--- src/design/assert_macros.svh ---
// ----------------------------------------------------------------------------
// assert_macros.svh
// Shared concurrent assertion macros for the design folder.
// ----------------------------------------------------------------------------
`ifndef ASSERT_MACROS_SVH
`define ASSERT_MACROS_SVH

// Implication checked on every rising clock edge, off while reset is low.
`define ASSERT_IMPL(label, clk, rst_n, ante, cons, msg) \
    label: assert property (@(posedge clk) disable iff (!rst_n) (ante) |-> (cons)) \
        else $error(msg);

// Plain invariant checked on every rising clock edge, off while reset is low.
`define ASSERT_ALWAYS(label, clk, rst_n, expr, msg) \
    label: assert property (@(posedge clk) disable iff (!rst_n) (expr)) \
        else $error(msg);

`endif

--- src/design/lei_pkg.sv ---
// ----------------------------------------------------------------------------
// lei_pkg
// Types and constants shared by the line edit input unit.
// ----------------------------------------------------------------------------
package lei_pkg;

    localparam int DATA_W      = 32;
    localparam int IN_TDATA_W  = 80;
    localparam int OUT_TDATA_W = 80;

    // input item selector
    localparam logic MODE_REQUEST = 1'b0;
    localparam logic MODE_CHAR    = 1'b1;

    // register indexes (paddr[2])
    localparam logic REG_WINDOW_START = 1'b0;
    localparam logic REG_WINDOW_END   = 1'b1;

    localparam logic [DATA_W-1:0] WINDOW_START_RST = 32'hA000_0000;
    localparam logic [DATA_W-1:0] WINDOW_END_RST   = 32'hA3FF_FFFF;

    // character codes
    localparam logic [7:0] CH_EOT   = 8'd4;
    localparam logic [7:0] CH_BS    = 8'd8;
    localparam logic [7:0] CH_LF    = 8'd10;
    localparam logic [7:0] CH_CR    = 8'd13;
    localparam logic [7:0] CH_SPACE = 8'd32;
    localparam logic [7:0] CH_DEL   = 8'd127;

    typedef enum logic [1:0] {
        KIND_ECHO   = 2'd0,
        KIND_STORE  = 2'd1,
        KIND_FINISH = 2'd2
    } t_kind;

    typedef enum logic [1:0] {
        ST_OK       = 2'd0,
        ST_BAD_DESC = 2'd1,
        ST_BAD_ADDR = 2'd2
    } t_status;

    // classified work passed from front to back
    typedef enum logic [1:0] {
        OP_FINISH  = 2'd0,  // one finish result
        OP_ERASE   = 2'd1,  // echo BS, SP, BS
        OP_NEWLINE = 2'd2,  // store LF, echo LF, finish
        OP_CHAR    = 2'd3   // echo, store, optional finish
    } t_op;

    typedef struct packed {
        t_op                op;
        logic [7:0]         ch;
        logic [DATA_W-1:0]  offset;
        t_status            status;
        logic               fin;
        logic [DATA_W-1:0]  count;
    } t_cmd;

    typedef struct packed {
        logic full;
        logic empty;
    } t_fifo_stat;

endpackage

--- src/design/lei_fifo.sv ---
// ----------------------------------------------------------------------------
// lei_fifo
// Short command queue between the classifier and the result sequencer.
// ----------------------------------------------------------------------------
module lei_fifo #(
    parameter int DEPTH = 4
) (
    input  logic                i_clk,
    input  logic                i_rst_n,
    input  logic                i_push,
    input  lei_pkg::t_cmd       i_data,
    input  logic                i_pop,
    output lei_pkg::t_cmd       o_data,
    output lei_pkg::t_fifo_stat o_stat
);

    localparam int PTR_W = (DEPTH > 1) ? $clog2(DEPTH) : 1;
    localparam int CNT_W = $clog2(DEPTH + 1);

    lei_pkg::t_cmd    r_mem [DEPTH];
    logic [PTR_W-1:0] r_wr_ptr, r_rd_ptr;
    logic [CNT_W-1:0] r_cnt;

    always_ff @(posedge i_clk) begin
        if (!i_rst_n) begin
            r_wr_ptr <= '0;
            r_rd_ptr <= '0;
            r_cnt    <= '0;
        end else begin
            if (i_push) begin
                r_wr_ptr <= (r_wr_ptr == PTR_W'(DEPTH - 1)) ? '0 : r_wr_ptr + 1'b1;
            end
            if (i_pop) begin
                r_rd_ptr <= (r_rd_ptr == PTR_W'(DEPTH - 1)) ? '0 : r_rd_ptr + 1'b1;
            end
            if (i_push && !i_pop) begin
                r_cnt <= r_cnt + 1'b1;
            end else if (!i_push && i_pop) begin
                r_cnt <= r_cnt - 1'b1;
            end
        end
    end

    always_ff @(posedge i_clk) begin
        if (i_push) begin
            r_mem[r_wr_ptr] <= i_data;
        end
    end

    assign o_data       = r_mem[r_rd_ptr];
    assign o_stat.full  = (r_cnt == CNT_W'(DEPTH));
    assign o_stat.empty = (r_cnt == '0);

endmodule

--- src/design/lei_front.sv ---
// ----------------------------------------------------------------------------
// lei_front
// Accepts items, keeps session state, classifies each item that produces output into a command.
// ----------------------------------------------------------------------------
module lei_front (
    input  logic                         i_clk,
    input  logic                         i_rst_n,
    input  logic                         i_valid,
    input  logic                         i_mode,
    input  logic [7:0]                   i_descriptor,
    input  logic [lei_pkg::DATA_W-1:0]   i_buffer_address,
    input  logic [lei_pkg::DATA_W-1:0]   i_length,
    input  logic [7:0]                   i_char_in,
    input  logic [lei_pkg::DATA_W-1:0]   i_window_start,
    input  logic [lei_pkg::DATA_W-1:0]   i_window_end,
    input  lei_pkg::t_fifo_stat          i_fifo_stat,
    output logic                         o_ready,
    output logic                         o_push,
    output lei_pkg::t_cmd                o_cmd
);

    logic                        r_open, n_open;
    logic [lei_pkg::DATA_W-1:0]  r_fill, n_fill;
    logic [lei_pkg::DATA_W-1:0]  r_len, n_len;

    logic                        accept;
    logic                        has_cmd;
    logic [lei_pkg::DATA_W:0]    range_top;
    logic                        bad_addr;
    logic [lei_pkg::DATA_W-1:0]  fill_inc;

    assign o_ready = !i_fifo_stat.full;
    assign accept  = i_valid && o_ready;

    // last byte of the buffer, 33 bits so it cannot wrap
    assign range_top = {1'b0, i_buffer_address} + {1'b0, i_length} - 1'b1;
    assign bad_addr  = (i_buffer_address < i_window_start) ||
                       ((i_length != '0) && (range_top > {1'b0, i_window_end}));
    assign fill_inc  = r_fill + 1'b1;

    always_comb begin
        n_open       = r_open;
        n_fill       = r_fill;
        n_len        = r_len;
        has_cmd      = 1'b0;
        o_cmd.op     = lei_pkg::OP_FINISH;
        o_cmd.ch     = i_char_in;
        o_cmd.offset = r_fill;
        o_cmd.status = lei_pkg::ST_OK;
        o_cmd.fin    = 1'b0;
        o_cmd.count  = r_fill;
        if (i_mode == lei_pkg::MODE_REQUEST) begin
            n_open      = 1'b0;
            n_fill      = '0;
            n_len       = i_length;
            o_cmd.count = '0;
            if (i_descriptor != 8'd0) begin
                has_cmd      = 1'b1;
                o_cmd.status = lei_pkg::ST_BAD_DESC;
            end else if (bad_addr) begin
                has_cmd      = 1'b1;
                o_cmd.status = lei_pkg::ST_BAD_ADDR;
            end else if (i_length == '0) begin
                has_cmd = 1'b1;
            end else begin
                n_open = 1'b1;
            end
        end else if (r_open) begin
            case (i_char_in) inside
                lei_pkg::CH_EOT: begin
                    has_cmd = 1'b1;
                    n_open  = 1'b0;
                end
                lei_pkg::CH_BS, lei_pkg::CH_DEL: begin
                    if (r_fill != '0) begin
                        has_cmd  = 1'b1;
                        o_cmd.op = lei_pkg::OP_ERASE;
                        n_fill   = r_fill - 1'b1;
                    end
                end
                lei_pkg::CH_LF, lei_pkg::CH_CR: begin
                    has_cmd  = 1'b1;
                    o_cmd.op = lei_pkg::OP_NEWLINE;
                    n_open   = 1'b0;
                end
                default: begin
                    has_cmd     = 1'b1;
                    o_cmd.op    = lei_pkg::OP_CHAR;
                    o_cmd.count = fill_inc;
                    n_fill      = fill_inc;
                    if (fill_inc == r_len) begin
                        o_cmd.fin = 1'b1;
                        n_open    = 1'b0;
                    end
                end
            endcase
        end
    end

    assign o_push = accept && has_cmd;

    always_ff @(posedge i_clk) begin
        if (!i_rst_n) begin
            r_open <= 1'b0;
            r_fill <= '0;
            r_len  <= '0;
        end else if (accept) begin
            r_open <= n_open;
            r_fill <= n_fill;
            r_len  <= n_len;
        end
    end

endmodule

--- src/design/lei_back.sv ---
// ----------------------------------------------------------------------------
// lei_back
// Expands queued commands into result transfers through an output register.
// ----------------------------------------------------------------------------
module lei_back (
    input  logic                         i_clk,
    input  logic                         i_rst_n,
    input  lei_pkg::t_cmd                i_cmd,
    input  lei_pkg::t_fifo_stat          i_fifo_stat,
    input  logic                         i_ready,
    output logic                         o_pop,
    output logic                         o_valid,
    output lei_pkg::t_kind               o_kind,
    output logic [7:0]                   o_byte,
    output logic [lei_pkg::DATA_W-1:0]   o_offset,
    output lei_pkg::t_status             o_status,
    output logic [lei_pkg::DATA_W-1:0]   o_count,
    output logic                         o_last
);

    logic [1:0]                  r_step;
    logic                        r_valid;
    lei_pkg::t_kind              r_kind;
    logic [7:0]                  r_byte;
    logic [lei_pkg::DATA_W-1:0]  r_offset;
    lei_pkg::t_status            r_status;
    logic [lei_pkg::DATA_W-1:0]  r_count;
    logic                        r_last;

    logic                        out_free, fire, last_step;
    lei_pkg::t_kind              n_kind;
    logic [7:0]                  n_byte;
    logic [lei_pkg::DATA_W-1:0]  n_offset;
    lei_pkg::t_status            n_status;
    logic [lei_pkg::DATA_W-1:0]  n_count;

    assign out_free = !r_valid || i_ready;
    assign fire     = out_free && !i_fifo_stat.empty;
    assign o_pop    = fire && last_step;

    always_comb begin
        n_kind    = lei_pkg::KIND_ECHO;
        n_byte    = '0;
        n_offset  = '0;
        n_status  = lei_pkg::ST_OK;
        n_count   = '0;
        last_step = 1'b0;
        unique case (i_cmd.op)
            lei_pkg::OP_FINISH: begin
                n_kind    = lei_pkg::KIND_FINISH;
                n_status  = i_cmd.status;
                n_count   = i_cmd.count;
                last_step = 1'b1;
            end
            lei_pkg::OP_ERASE: begin
                n_byte    = (r_step == 2'd1) ? lei_pkg::CH_SPACE : lei_pkg::CH_BS;
                last_step = (r_step == 2'd2);
            end
            lei_pkg::OP_NEWLINE: begin
                last_step = (r_step == 2'd2);
                if (r_step == 2'd0) begin
                    n_kind   = lei_pkg::KIND_STORE;
                    n_byte   = lei_pkg::CH_LF;
                    n_offset = i_cmd.offset;
                end else if (r_step == 2'd1) begin
                    n_byte = lei_pkg::CH_LF;
                end else begin
                    n_kind  = lei_pkg::KIND_FINISH;
                    n_count = i_cmd.count;
                end
            end
            default: begin
                // plain character
                last_step = i_cmd.fin ? (r_step == 2'd2) : (r_step == 2'd1);
                if (r_step == 2'd0) begin
                    n_byte = i_cmd.ch;
                end else if (r_step == 2'd1) begin
                    n_kind   = lei_pkg::KIND_STORE;
                    n_byte   = i_cmd.ch;
                    n_offset = i_cmd.offset;
                end else begin
                    n_kind  = lei_pkg::KIND_FINISH;
                    n_count = i_cmd.count;
                end
            end
        endcase
    end

    always_ff @(posedge i_clk) begin
        if (!i_rst_n) begin
            r_step  <= '0;
            r_valid <= 1'b0;
        end else if (out_free) begin
            r_valid <= fire;
            if (fire) begin
                r_step <= last_step ? 2'd0 : r_step + 1'b1;
            end
        end
    end

    always_ff @(posedge i_clk) begin
        if (fire) begin
            r_kind   <= n_kind;
            r_byte   <= n_byte;
            r_offset <= n_offset;
            r_status <= n_status;
            r_count  <= n_count;
            r_last   <= last_step;
        end
    end

    assign o_valid  = r_valid;
    assign o_kind   = r_kind;
    assign o_byte   = r_byte;
    assign o_offset = r_offset;
    assign o_status = r_status;
    assign o_count  = r_count;
    assign o_last   = r_last;

endmodule

--- src/design/line_edit_input_unit.sv ---
// Path: results pass from the command queue through the output register.
// Throughput: one result transfer per cycle while the receiver is ready; an item gives
//   one to three results (its result count), and items with no result give none.
// Input side: one item per cycle while the command queue has room.
// Reset (i_rst_n low, synchronous): no session, count zero, queue empty, no output,
//   memory window registers back to their default range.
// ----------------------------------------------------------------------------
// line_edit_input_unit
// Canonical line editing for one terminal read request at a time.
// ----------------------------------------------------------------------------
`include "assert_macros.svh"

module line_edit_input_unit #(
    parameter int FIFO_DEPTH = 4
) (
    input  logic                                 i_clk,
    input  logic                                 i_rst_n,
    // input stream
    input  logic                                 i_s_tvalid,
    output logic                                 o_s_tready,
    input  logic                                 i_s_tuser,  // mode
    // descriptor[7:0], buffer_address[39:8], length[71:40], char_in[79:72]
    input  logic [lei_pkg::IN_TDATA_W-1:0]       i_s_tdata,
    // result stream
    output logic                                 o_m_tvalid,
    input  logic                                 i_m_tready,
    output logic [1:0]                           o_m_tuser,  // kind
    // byte_out[7:0], store_offset[39:8], status[41:40], char_count[73:42], zero
    output logic [lei_pkg::OUT_TDATA_W-1:0]      o_m_tdata,
    output logic                                 o_m_tlast,  // last
    // register port
    input  logic                                 psel,
    input  logic                                 penable,
    input  logic                                 pwrite,
    input  logic [2:0]                           paddr,
    input  logic [31:0]                          pwdata,
    output logic [31:0]                          prdata,
    output logic                                 pready
);

    // ------------------------------------------------------------------
    // Window registers. The user writes them only while the unit is idle
    // (not enforced), so the front end may use them directly in its address check.
    // ------------------------------------------------------------------
    logic [lei_pkg::DATA_W-1:0] r_window_start, r_window_end;
    logic                       reg_wr;

    assign pready = 1'b1;
    assign reg_wr = psel && penable && pwrite && pready;

    always_ff @(posedge i_clk) begin
        if (!i_rst_n) begin
            r_window_start <= lei_pkg::WINDOW_START_RST;
            r_window_end   <= lei_pkg::WINDOW_END_RST;
        end else if (reg_wr) begin
            if (paddr[2] == lei_pkg::REG_WINDOW_START) begin
                r_window_start <= pwdata;
            end else begin
                r_window_end <= pwdata;
            end
        end
    end

    assign prdata = (paddr[2] == lei_pkg::REG_WINDOW_END) ? r_window_end : r_window_start;

    // ------------------------------------------------------------------
    // Front: session state and classification. Each accepted item that
    // produces output becomes one command in the queue.
    // ------------------------------------------------------------------
    lei_pkg::t_cmd       push_cmd, head_cmd;
    lei_pkg::t_fifo_stat fifo_stat;
    logic                push, pop;

    lei_front u_front (
        .i_clk            (i_clk),
        .i_rst_n          (i_rst_n),
        .i_valid          (i_s_tvalid),
        .i_mode           (i_s_tuser),
        .i_descriptor     (i_s_tdata[7:0]),
        .i_buffer_address (i_s_tdata[39:8]),
        .i_length         (i_s_tdata[71:40]),
        .i_char_in        (i_s_tdata[79:72]),
        .i_window_start   (r_window_start),
        .i_window_end     (r_window_end),
        .i_fifo_stat      (fifo_stat),
        .o_ready          (o_s_tready),
        .o_push           (push),
        .o_cmd            (push_cmd)
    );

    // Queue decouples input acceptance from result back-pressure
    lei_fifo #(
        .DEPTH (FIFO_DEPTH)
    ) u_fifo (
        .i_clk   (i_clk),
        .i_rst_n (i_rst_n),
        .i_push  (push),
        .i_data  (push_cmd),
        .i_pop   (pop),
        .o_data  (head_cmd),
        .o_stat  (fifo_stat)
    );

    // ------------------------------------------------------------------
    // Back: walks the head command one result per cycle, while the receiver
    // is ready, into the output register; the command is popped with its last result.
    // ------------------------------------------------------------------
    lei_pkg::t_kind             out_kind;
    lei_pkg::t_status           out_status;
    logic [7:0]                 out_byte;
    logic [lei_pkg::DATA_W-1:0] out_offset, out_count;

    lei_back u_back (
        .i_clk       (i_clk),
        .i_rst_n     (i_rst_n),
        .i_cmd       (head_cmd),
        .i_fifo_stat (fifo_stat),
        .i_ready     (i_m_tready),
        .o_pop       (pop),
        .o_valid     (o_m_tvalid),
        .o_kind      (out_kind),
        .o_byte      (out_byte),
        .o_offset    (out_offset),
        .o_status    (out_status),
        .o_count     (out_count),
        .o_last      (o_m_tlast)
    );

    assign o_m_tuser = out_kind;
    assign o_m_tdata = {6'd0, out_count, out_status, out_offset, out_byte};

    // ------------------------------------------------------------------
    // Assertions
    // ------------------------------------------------------------------
    `ASSERT_ALWAYS(a_fifo_flags, i_clk, i_rst_n, !(fifo_stat.full && fifo_stat.empty), "queue both full and empty")
    `ASSERT_IMPL(a_finish_last, i_clk, i_rst_n, o_m_tvalid && (o_m_tuser == lei_pkg::KIND_FINISH), o_m_tlast, "finish result not marked last")
    `ASSERT_IMPL(a_echo_clean, i_clk, i_rst_n, o_m_tvalid && (o_m_tuser == lei_pkg::KIND_ECHO), o_m_tdata[73:8] == '0, "echo result carries offset, status or count")
    `ASSERT_IMPL(a_no_pop_empty, i_clk, i_rst_n, pop, !fifo_stat.empty, "pop from empty queue")

endmodule

--- config.mk ---
export PLATFORM = sky130hd
export DESIGN_NAME = line_edit_input_unit
export DESIGN_NICKNAME = d
export VERILOG_FILES = /design/src/design/lei_pkg.sv /design/src/design/lei_fifo.sv /design/src/design/lei_front.sv /design/src/design/lei_back.sv /design/src/design/line_edit_input_unit.sv
export VERILOG_INCLUDE_DIRS = /design/src /design/src/design
export SDC_FILE = /design/constraint.sdc
export NUM_CORES = 1
export LEC_CHECK = 0
export ABC_AREA = 0
export BUFFER_PORTS_ARGS = -buffer_cell sky130_fd_sc_hd__buf_2
export CORE_AREA = 3 3 230 232
export DETAILED_ROUTE_END_ITERATION = 7
export DIE_AREA = 0 0 233 235
export PLACE_DENSITY = 0.72
export SYNTH_ARGS = -nofsm -noshare
export SYNTH_HDL_FRONTEND = slang
export SYNTH_SLANG_ARGS = --single-unit
--- constraint.sdc ---
create_clock -name i_clk -period 9.4 [get_ports i_clk]
set_input_delay 0.47 -clock i_clk [delete_from_list [all_inputs] [get_ports i_clk]]
set_output_delay 0.47 -clock i_clk [all_outputs]
set_load 0.005 [all_outputs]
==> results.toml, run 1 <==
[flow_run]
drv_cap = 0

[finish]
fin_nets = 2847
fillers = 4143
drive_above_1_share_pct = 16.9
design_area_sq_um = 30500
syn2layout_area_growth_pct = 13.0
fin_util_pct = 59.5

[pwr]
ir_worst_vdd_mv = 0.216
power.leakage_nw = 11.7
powerDensity_nw_per_um2 = 219

[logic_synthesis]
synthMostInstantiatedCell = "edfxtp_1"
synthArstFlopShare_pct = 0
netlist_area_sq_um = 26900
synthDistinctLibCells = 76
synth_top_area_share_pct = 42.9
yosys-top-cells-count = "edfxtp_1 (385), nand2_1 (283), inv_1 (223)"
postSynthCellCount = 2394
ys_seq_area_share_pct = 53.4
ys_ff_latch = 526
yosysWarnings = 0
post-synth-top-area-cell = "edfxtp_1"
avgSynthCellArea_sq_um = 11.3
synth-edff-count = 385
netlist_top_cells_area = "edfxtp_1 (43%), dfxtp_1 (10%), ha_1 (6.6%)"
synth_flop_cell = "edfxtp_1"

[timing]
period_share_pct = 71.6
setup_viol = 0
fin_skew_ns = 0.0204
max_freq_mhz = 149
worst_pin_slew_ns = 1.33
finalMaxSlewViolations = 0
finalSetupTns_ns = 0
finalHoldViolations = 0
rsz0062_at_grt = "no"
max_slew_margin_pct = 11.4
layout_min_cycle_time_ns = 6.73

[route]
drc = 0
vias = 19200
drt_iter0_drc = 1688
drtPass1Iterations = 6
wl_per_cell_um = 20.8
ant_nets = 0
postRouteWirelength_mm = 68.7
viasPerCell = 5.81

[clock_network]
max-clock-path-buffers = 3
cts_tree = "yes"
cts_buffers = 53
cts_resized = 0
cts_sinks = 526
cts_hold_buf = 0
path_clk_slew_ns = 0.06
insertion_delay_ns = 0.60
ctsRootBufferMaster = "clkbuf_16"
cts_setup_buffers = 0
htree_levels = 2

[placement]
hpwl_mm = 49.1
placed_cell_area_sq_um = 28700
port_buffers = 231
routabilityCongestion = 0.907

[critical_path]
critPathKind = "in -> reg"
arrival_ns = 7.00
cp_max_fo = 46
start_kind = "primary input"
cp.required_ns = 9.67
r2r_cells = 15
rr_startpoint = "r_window_start[30]$_SDFFE_PN0P_"
regToRegEndpoint = "u_fifo.r_cnt[2]$_SDFFE_PN0P_"
regToRegSetupSlack_ns = 4.91
end_kind = "register"

[global_routing]
grt_pass1_wl_mm = 107
grt_overflow = 0
grt_pass1_vias = 18900
grt_max_degree = 97
antenna_found_initial = 2
grtUsageTotal_pct = 25.0

[hold_path]
whs_path_depth = 3
hold_end = "r_window_end[0]$_SDFFE_PN1P_"
hp-class = "in -> reg"
worstHoldStart = "pwdata[0]"

[die]
dieArea_sq_um = 54800
start_util_pct = 52.6
rows = 83
fp.coreArea_sq_um = 51200
die_h_um = 235
die_w_um = 233
io-pin-count = 241

[status]
outcome = "finished clean"
## critical path, cell delays in order
cell      delay [ns]
buf_2           0.13
inv_1           0.05
ha_1            0.27
inv_1           0.04
ha_1            0.33
a211o_1         0.35
o221a_2         0.28
o31a_1          0.17
a221o_1         0.39
a21oi_1         0.35
o211ai_1        0.20
o311ai_0        0.57
ha_1            0.21
nand3_1         0.09
or4_1           0.61
nor3_1          0.24
a221o_1         0.16
o21ai_0         0.10
nor3b_1         0.19
a31oi_1         0.61
and2_4          0.74
buf_4           0.41
## metrics by stage
| stage | power (W) | cells | hold WS (ns) | worst slack [ns] |
|---|---|---|---|---|
| after CTS | 0.00675 | 3302 | 0.0742 | 2.66 |
| after global routing | 0.00702 | 3303 | 0.0911 | 2.37 |
| after detailed placement | 0.00460 | 3205 | 0.457 | 2.05 |
| after global placement | 0.00456 | 3205 | 0.451 | 2.18 |
| final | 0.00669 | 3303 | 0.106 | 2.67 |
| after floorplan | 0.00407 | 2399 | 0.443 | 2.41 |
## cells in the final DEF, fill, tap and decap left out, drive strengths merged, types with 13 or more instances in the layout
master  instances
clkbuf         66
dfxtp         141
buf           256
nor2           80
nor4           33
edfxtp        385
a31oi          14
and3           17
mux4           77
ha            142
and4           13
xor2           28
nand2         283
nand4          40
a21boi         93
nor2b          81
a21o           22
and2           47
or3            26
xnor2          69
nor3           32
nand3          41
o21ai          98
inv           223
nand3b         14
a21oi          74
o211ai         42
clkinv         21
o21a           13
## layer usage
layer,global-route usage [%],routed length (um),vias up
met5,0,13,-
met4,8.31,2340,2
met3,3.49,3880,124
met2,41.7,33500,675
met1,33.7,29000,9355
li1,-,-,9033
## registers in the layout, indices dropped and copies added (netlist names), named ones only
name and flops:
r_window_end 32, u_back.o_last 1, u_fifo.r_wr_ptr 2, u_front.r_len 32, u_front.r_fill 32, u_back.o_offset 32
u_fifo.r_cnt 3, u_back.o_kind 2, u_back.o_status 2, u_back.o_count 32, u_back.r_step 2, u_fifo.r_mem 308
u_back.o_valid 1, r_window_start 32, u_back.o_byte 8, u_fifo.r_rd_ptr 2, u_front.r_open 1
## final cells by class
cell class	count	area, sq um	share of cell area [%]
Clock buffer	66	1420	4.66
Inverter	223	838	2.75
Tap cell	680	851	2.79
Timing Repair Buffer	256	1350	4.42
Sequential cell	526	14400	47.2
Antenna cell	1	2.50	0.00822
Multi-Input combinational cell	1520	11300	36.9
Clock inverter	31	360	1.18
## kinds of logic (layout without fill, tap and decap cells)
kind of cell | after synthesis | count (layout) | share of synthesized area (%)
xor+xnor | 97 | 97 | 3.15
simple gates | 748 | 748 | 14.0
fa+ha+maj | 144 | 144 | 6.74
flops | 526 | 526 | 53.4
other cells | 2 | 8 | 0.0279
buf+inv | 353 | 576 | 5.09
mux | 85 | 85 | 6.74
compound gates | 439 | 439 | 10.8
## where the power goes
part,switching (W),total (W),internal [W]
logic,0.000856,0.00151,0.000654
clock network,0.000881,0.00215,0.00127
registers,0.000135,0.00303,0.00289
total,0.00187,0.00669,0.00481
## how the worst max path moves through the flow
stage             startpoint                            end
2_1_floorplan   i_s_tdata[9]   u_fifo.r_mem[0][0]$_DFFE_PP_
3_5_place_dp   i_s_tdata[47]  u_fifo.r_mem[2][39]$_DFFE_PP_
3_3_place_gp   i_s_tdata[47]  u_fifo.r_mem[2][44]$_DFFE_PP_
5_1_grt        i_s_tdata[41]  u_fifo.r_mem[2][47]$_DFFE_PP_
6_report       i_s_tdata[47]  u_fifo.r_mem[2][47]$_DFFE_PP_
4_1_cts        i_s_tdata[47]  u_fifo.r_mem[2][13]$_DFFE_PP_
Power figures use the tool's default switching activity.
==> run 2: changes to the inputs <==
Settings changed: PLACE_DENSITY 0.72 to 0.75.
Clock period 9.4 ns to 5.6 ns, I/O delays scaled along.
==> results.toml, run 2 (synthesis gave the netlist of run 1 again) <==
[finish]
mostFrequentLayoutCell = "edfxtp_1"
largest_register_ffs = 308
largest-register = "u_fifo.r_mem"
drive_above_1_share_pct = 20.3
syn2layout_area_growth_pct = 18.7
fin_cells = 3475
design_area_sq_um = 32000
layout_common_cells = "edfxtp_1 (385), nand2_1 (283), buf_2 (230)"
fin_nets = 3010

[placement]
hpwl_mm = 52.1
port_buffers = 231
placed_cell_area_sq_um = 29600
routabilityCongestion = 0.941
place_inst = 3313

[global_routing]
grt_pass1_wl_mm = 114
antenna_found_initial = 7
grt_max_degree = 88
grtUsageTotal_pct = 26.6
grt_overflow = 0
grt_pass1_vias = 20100

[route]
vias = 20100
drc = 0
wl_per_cell_um = 21.1
postRouteWirelength_mm = 73.3
drtPass1Iterations = 5
viasPerCell = 5.77
ant_nets = 0
drt_iter0_drc = 1845

[critical_path]
r2r_cells = 10
arrival_ns = 5.88
cp.required_ns = 6.14
critPathKind = "in -> reg"
start_kind = "primary input"
end_kind = "register"
cp_max_fo = 3

[clock_network]
htree_levels = 2
insertion_delay_ns = 0.61
cts_sinks = 526
ctsRootBufferMaster = "clkbuf_16"
cts_tree = "yes"
max-clock-path-buffers = 3
path_clk_slew_ns = 0.06
cts_buffers = 54

[timing]
finalHoldViolations = 0
max_freq_mhz = 187
setup_viol = 0
layout_min_cycle_time_ns = 5.34
fin_skew_ns = 0.0255
hold_slack_ns = 0.0332
finalSetupTns_ns = 0
period_share_pct = 95.4
worst_pin_slew_ns = 1.26
finalMaxSlewViolations = 0
max_slew_margin_pct = 16.0

[pwr]
seqPwrFrac_pct = 44.0
powerDensity_nw_per_um2 = 358
power.switching_w = 0.00328
power.leakage_nw = 12.4
power.internal_w = 0.00816
switching_share_pct = 28.7
totalPowerFinal_w = 0.0114
ir_worst_vdd_mv = 0.329
pwr-share-clk_pct = 31.1
combinationalPowerShare_pct = 24.9

[flow_run]
drv_cap = 0

[die]
io-pin-count = 241
die_h_um = 235
dieArea_sq_um = 54800
start_util_pct = 52.6
die_w_um = 233
fp.coreArea_sq_um = 51200
rows = 83

[hold_path]
whs_path_depth = 1
hp-class = "in -> reg"

[status]
outcome = "finished clean"
==> run 2: cell types whose count changed in the layout (fill, tap and decap cells not counted), moves of 3 or more <==
cell | before | now
dlygate4sd3_1 | 0 | 52
buf_12 | 0 | 9
ha_1 | 142 | 138
clkbuf_1 | 9 | 6
ha_2 | 0 | 3
inv_6 | 0 | 3
diode_2 | 1 | 7
a21oi_2 | 0 | 3
buf_4 | 26 | 127
clkinv_1 | 6 | 13
a21oi_1 | 74 | 71
==> run 2: through the flow <==
stage | util, % | setup slack [ns]
after floorplan | - | -0.153
after global placement | 57.9 | -0.180
after detailed placement | 57.9 | -0.420
after CTS | 62.3 | 0.112
after global routing | 62.4 | -0.00535
final | 62.5 | 0.260
==> run 2: path summary, 6_finish.rpt <==
path	start	to	slack, ns
worst max register to register	u_front.r_fill[1]$_SDFFE_PN0P_	u_fifo.r_mem[2][32]$_DFFE_PP_	1.23
worst min-delay path	i_s_tdata[75]	u_fifo.r_mem[0][70]$_DFFE_PP_	0.03
worst min register to register	r_window_start[22]$_SDFFE_PN0P_	r_window_start[22]$_SDFFE_PN0P_	0.46
worst max-delay path	i_s_tdata[63]	u_fifo.r_cnt[2]$_SDFFE_PN0P_	0.26
==> run 2: timing repair <==
action	CTS	global route
setup endpoints to repair	0	2
hold buffers	52	0
resized for setup	0	14
endpoints found under the hold margin	102	0
buffers inserted	0	2
==> run 2: power by group through the flow <==
stage	logic [W]	clock network, W	registers [W]
final	0.00284	0.00356	0.00504
after global routing	0.00314	0.00376	0.00509
after CTS	0.00286	0.00361	0.00505
after detailed placement	0.00280	0	0.00512
after global placement	0.00276	0	0.00509
after floorplan	0.00169	0	0.00513
==> run 2: final cells by class <==
class                      count  area, sq um
antenna                        7         17.5
timing repair buffer         418         2810
clock inverter                39          358
inverter                     223          837
multi-input combinational   1520        11300
clock buffer                  62         1400
fill                        4025        19200
sequential                   526        14400
tap                          680          851
==> run 2: per-layer routing <==
layer | vias to the layer above | routed length, um | global-route usage (%)
met5 | - | 7 | 0
met4 | 2 | 2660 | 9.56
met3 | 145 | 4580 | 3.84
met2 | 778 | 36500 | 45.8
met1 | 9778 | 29600 | 34.2
li1 | 9354 | - | -
==> run 2: worst max-delay path: stages <==
cell           delay [ns]
dlygate4sd3_1        0.54
buf_2                0.13
inv_1                0.04
ha_1                 0.26
inv_1                0.07
ha_4                 0.28
nand4_1              0.17
nor2_1               0.17
a32oi_1              0.07
buf_4                0.16
buf_4                0.13
a21oi_1              0.18
nor2_1               0.07
xnor2_1              0.15
ha_1                 0.31
nand4_1              0.16
or4_4                0.52
nor3_2               0.18
a221o_1              0.15
o21ai_0              0.10
nor3b_2              0.19
a31oi_2              0.23
ha_2                 0.21
inv_1                0.06
fa_1                 0.38
xor2_1               0.18
or3_1                0.34
a21boi_2             0.16
==> run 3: changes to the inputs <==
Settings changed: CORE_AREA 3 3 230 232 to 3 3 228 230, DIE_AREA 0 0 233 235 to 0 0 231 233, PLACE_DENSITY 0.75 to 0.76.
==> results.toml, run 3 (synthesis gave the netlist of run 1 again) <==
[hold_path]
hp-class = "in -> reg"

[critical_path]
crit_top_cell = "inv_1"
start_kind = "primary input"
max_stage_delay_ns = 0.49
arrival_ns = 5.78
end_kind = "register"
cp_max_fo = 3
cp_slowest_cell = "or4_4"
critPathKind = "in -> reg"
cp.required_ns = 6.12

[placement]
dpl_worst_slack_ns = -0.346
port_buffers = 231
place_inst = 3297
routabilityCongestion = 0.921
hpwl_mm = 52.7

[timing]
setup_viol = 0
finalHoldViolations = 0
worst_pin_slew_ns = 1.25
setup_ws_ns = 0.335
period_share_pct = 94.0
rsz0062_at_grt = "no"
max_slew_margin_pct = 16.2
max_freq_mhz = 190
finalMaxSlewViolations = 0
layout_min_cycle_time_ns = 5.26
fin_skew_ns = 0.0409

[die]
dieArea_sq_um = 53800
io-pin-count = 241
rows = 82
die_w_um = 231
fp.coreArea_sq_um = 50100
die_h_um = 233
start_util_pct = 53.8

[finish]
fin_cells = 3463
layout_common_cells = "edfxtp_1 (385), nand2_1 (283), buf_2 (230)"
largest-register = "u_fifo.r_mem"
drive_above_1_share_pct = 20.1
mostFrequentLayoutCell = "edfxtp_1"
multi_input_area_sq_um = 11300
fin_util_pct = 63.8
regArea_sq_um = 14400
largest_register_ffs = 308
fillers = 3905
syn2layout_area_growth_pct = 18.6
fin_nets = 3002

[global_routing]
grtUsageTotal_pct = 27.1
grt_pass1_vias = 20000
grt_max_degree = 76
grt_pass1_wl_mm = 114
grt_overflow = 0
antenna_found_initial = 11

[pwr]
ir_worst_vdd_mv = 0.332
powerDensity_nw_per_um2 = 358
power.leakage_nw = 12.4
totalPowerFinal_w = 0.0115

[route]
drtPass1Iterations = 6
vias = 19900
wl_per_cell_um = 21.2
viasPerCell = 5.76
drt_iter0_drc = 1644
ant_nets = 0
drc = 0
postRouteWirelength_mm = 73.3

[clock_network]
htree_levels = 2
path_clk_slew_ns = 0.06
cts_setup_buffers = 0
max-clock-path-buffers = 3
insertion_delay_ns = 0.62
ctsRootBufferMaster = "clkbuf_16"
cts_tree = "yes"
cts_sinks = 526
cts_buffers = 55

[status]
outcome = "finished clean"

[flow_run]
drv_cap = 0
[run 3: area by class of cell]
type	count	area share, %
flip-flops and latches	526	45.0
multi-input cells	1520	35.4
repair buffers	409	8.57
clock buffers	71	4.62
well taps	672	2.63
inverters	223	2.62
clock inverters	32	1.03
diodes	10	0.0783
[run 3: final timing paths]
kind | start | end | slack [ns] | cells after the start
setup / recovery | i_s_tdata[15] | u_fifo.r_cnt[2]$_SDFFE_PN0P_ | 0.34 | 28
hold / removal | i_s_tdata[75] | u_fifo.r_mem[1][70]$_DFFE_PP_ | 0.04 | 1
setup reg to reg | register | u_fifo.r_cnt[2]$_SDFFE_PN0P_ | 1.42 | 13
hold reg to reg | r_window_start[21]$_SDFFE_PN0P_ | r_window_start[21]$_SDFFE_PN0P_ | 0.46 | 2
[run 3: through the flow]
stage / setup TNS, ns / area, sq um / hold slack (ns)
after floorplan: -47.05 / 27000 / 0.379
after global placement: -0.359 / 29600 / 0.452
after detailed placement: -2.35 / 29600 / 0.458
after CTS: 0 / 31900 / 0.00259
after global routing: 0 / 32000 / 0.00978
final: 0 / 32000 / 0.0364
[run 3: layer usage]
metal  GRT usage (%)  routed length, um  vias up
li1                -                  -     9347
met1            35.2              30100     9745
met2            46.8              36300      721
met3            3.95               4450      128
met4            9.06               2300        4
met5               0                 22        -
[run 3: worst max-delay path: cells and delay by family]
family | cells | cell delay (ns)
adder cells (fa/ha/maj) | 5 | 1.38
AO/OA/AOI/OAI | 11 | 2.16
XOR/XNOR | 2 | 0.27
AND/OR/NAND/NOR | 5 | 1.26
buffers and inverters | 5 | 0.44
[run 3: power by group]
group	leakage, nW	total, W	switching, W	internal [W]
Clock	0.881	0.00364	0.00153	0.00210
Combinational	6.75	0.00279	0.00155	0.00124
Sequential	4.79	0.00503	0.000169	0.00486
[run 3: timing repair]
action,in CTS,in global routing
endpoints found under the setup margin,0,19
hold buffers,53,0
endpoints found under the hold margin,106,0
gates resized for setup,0,17
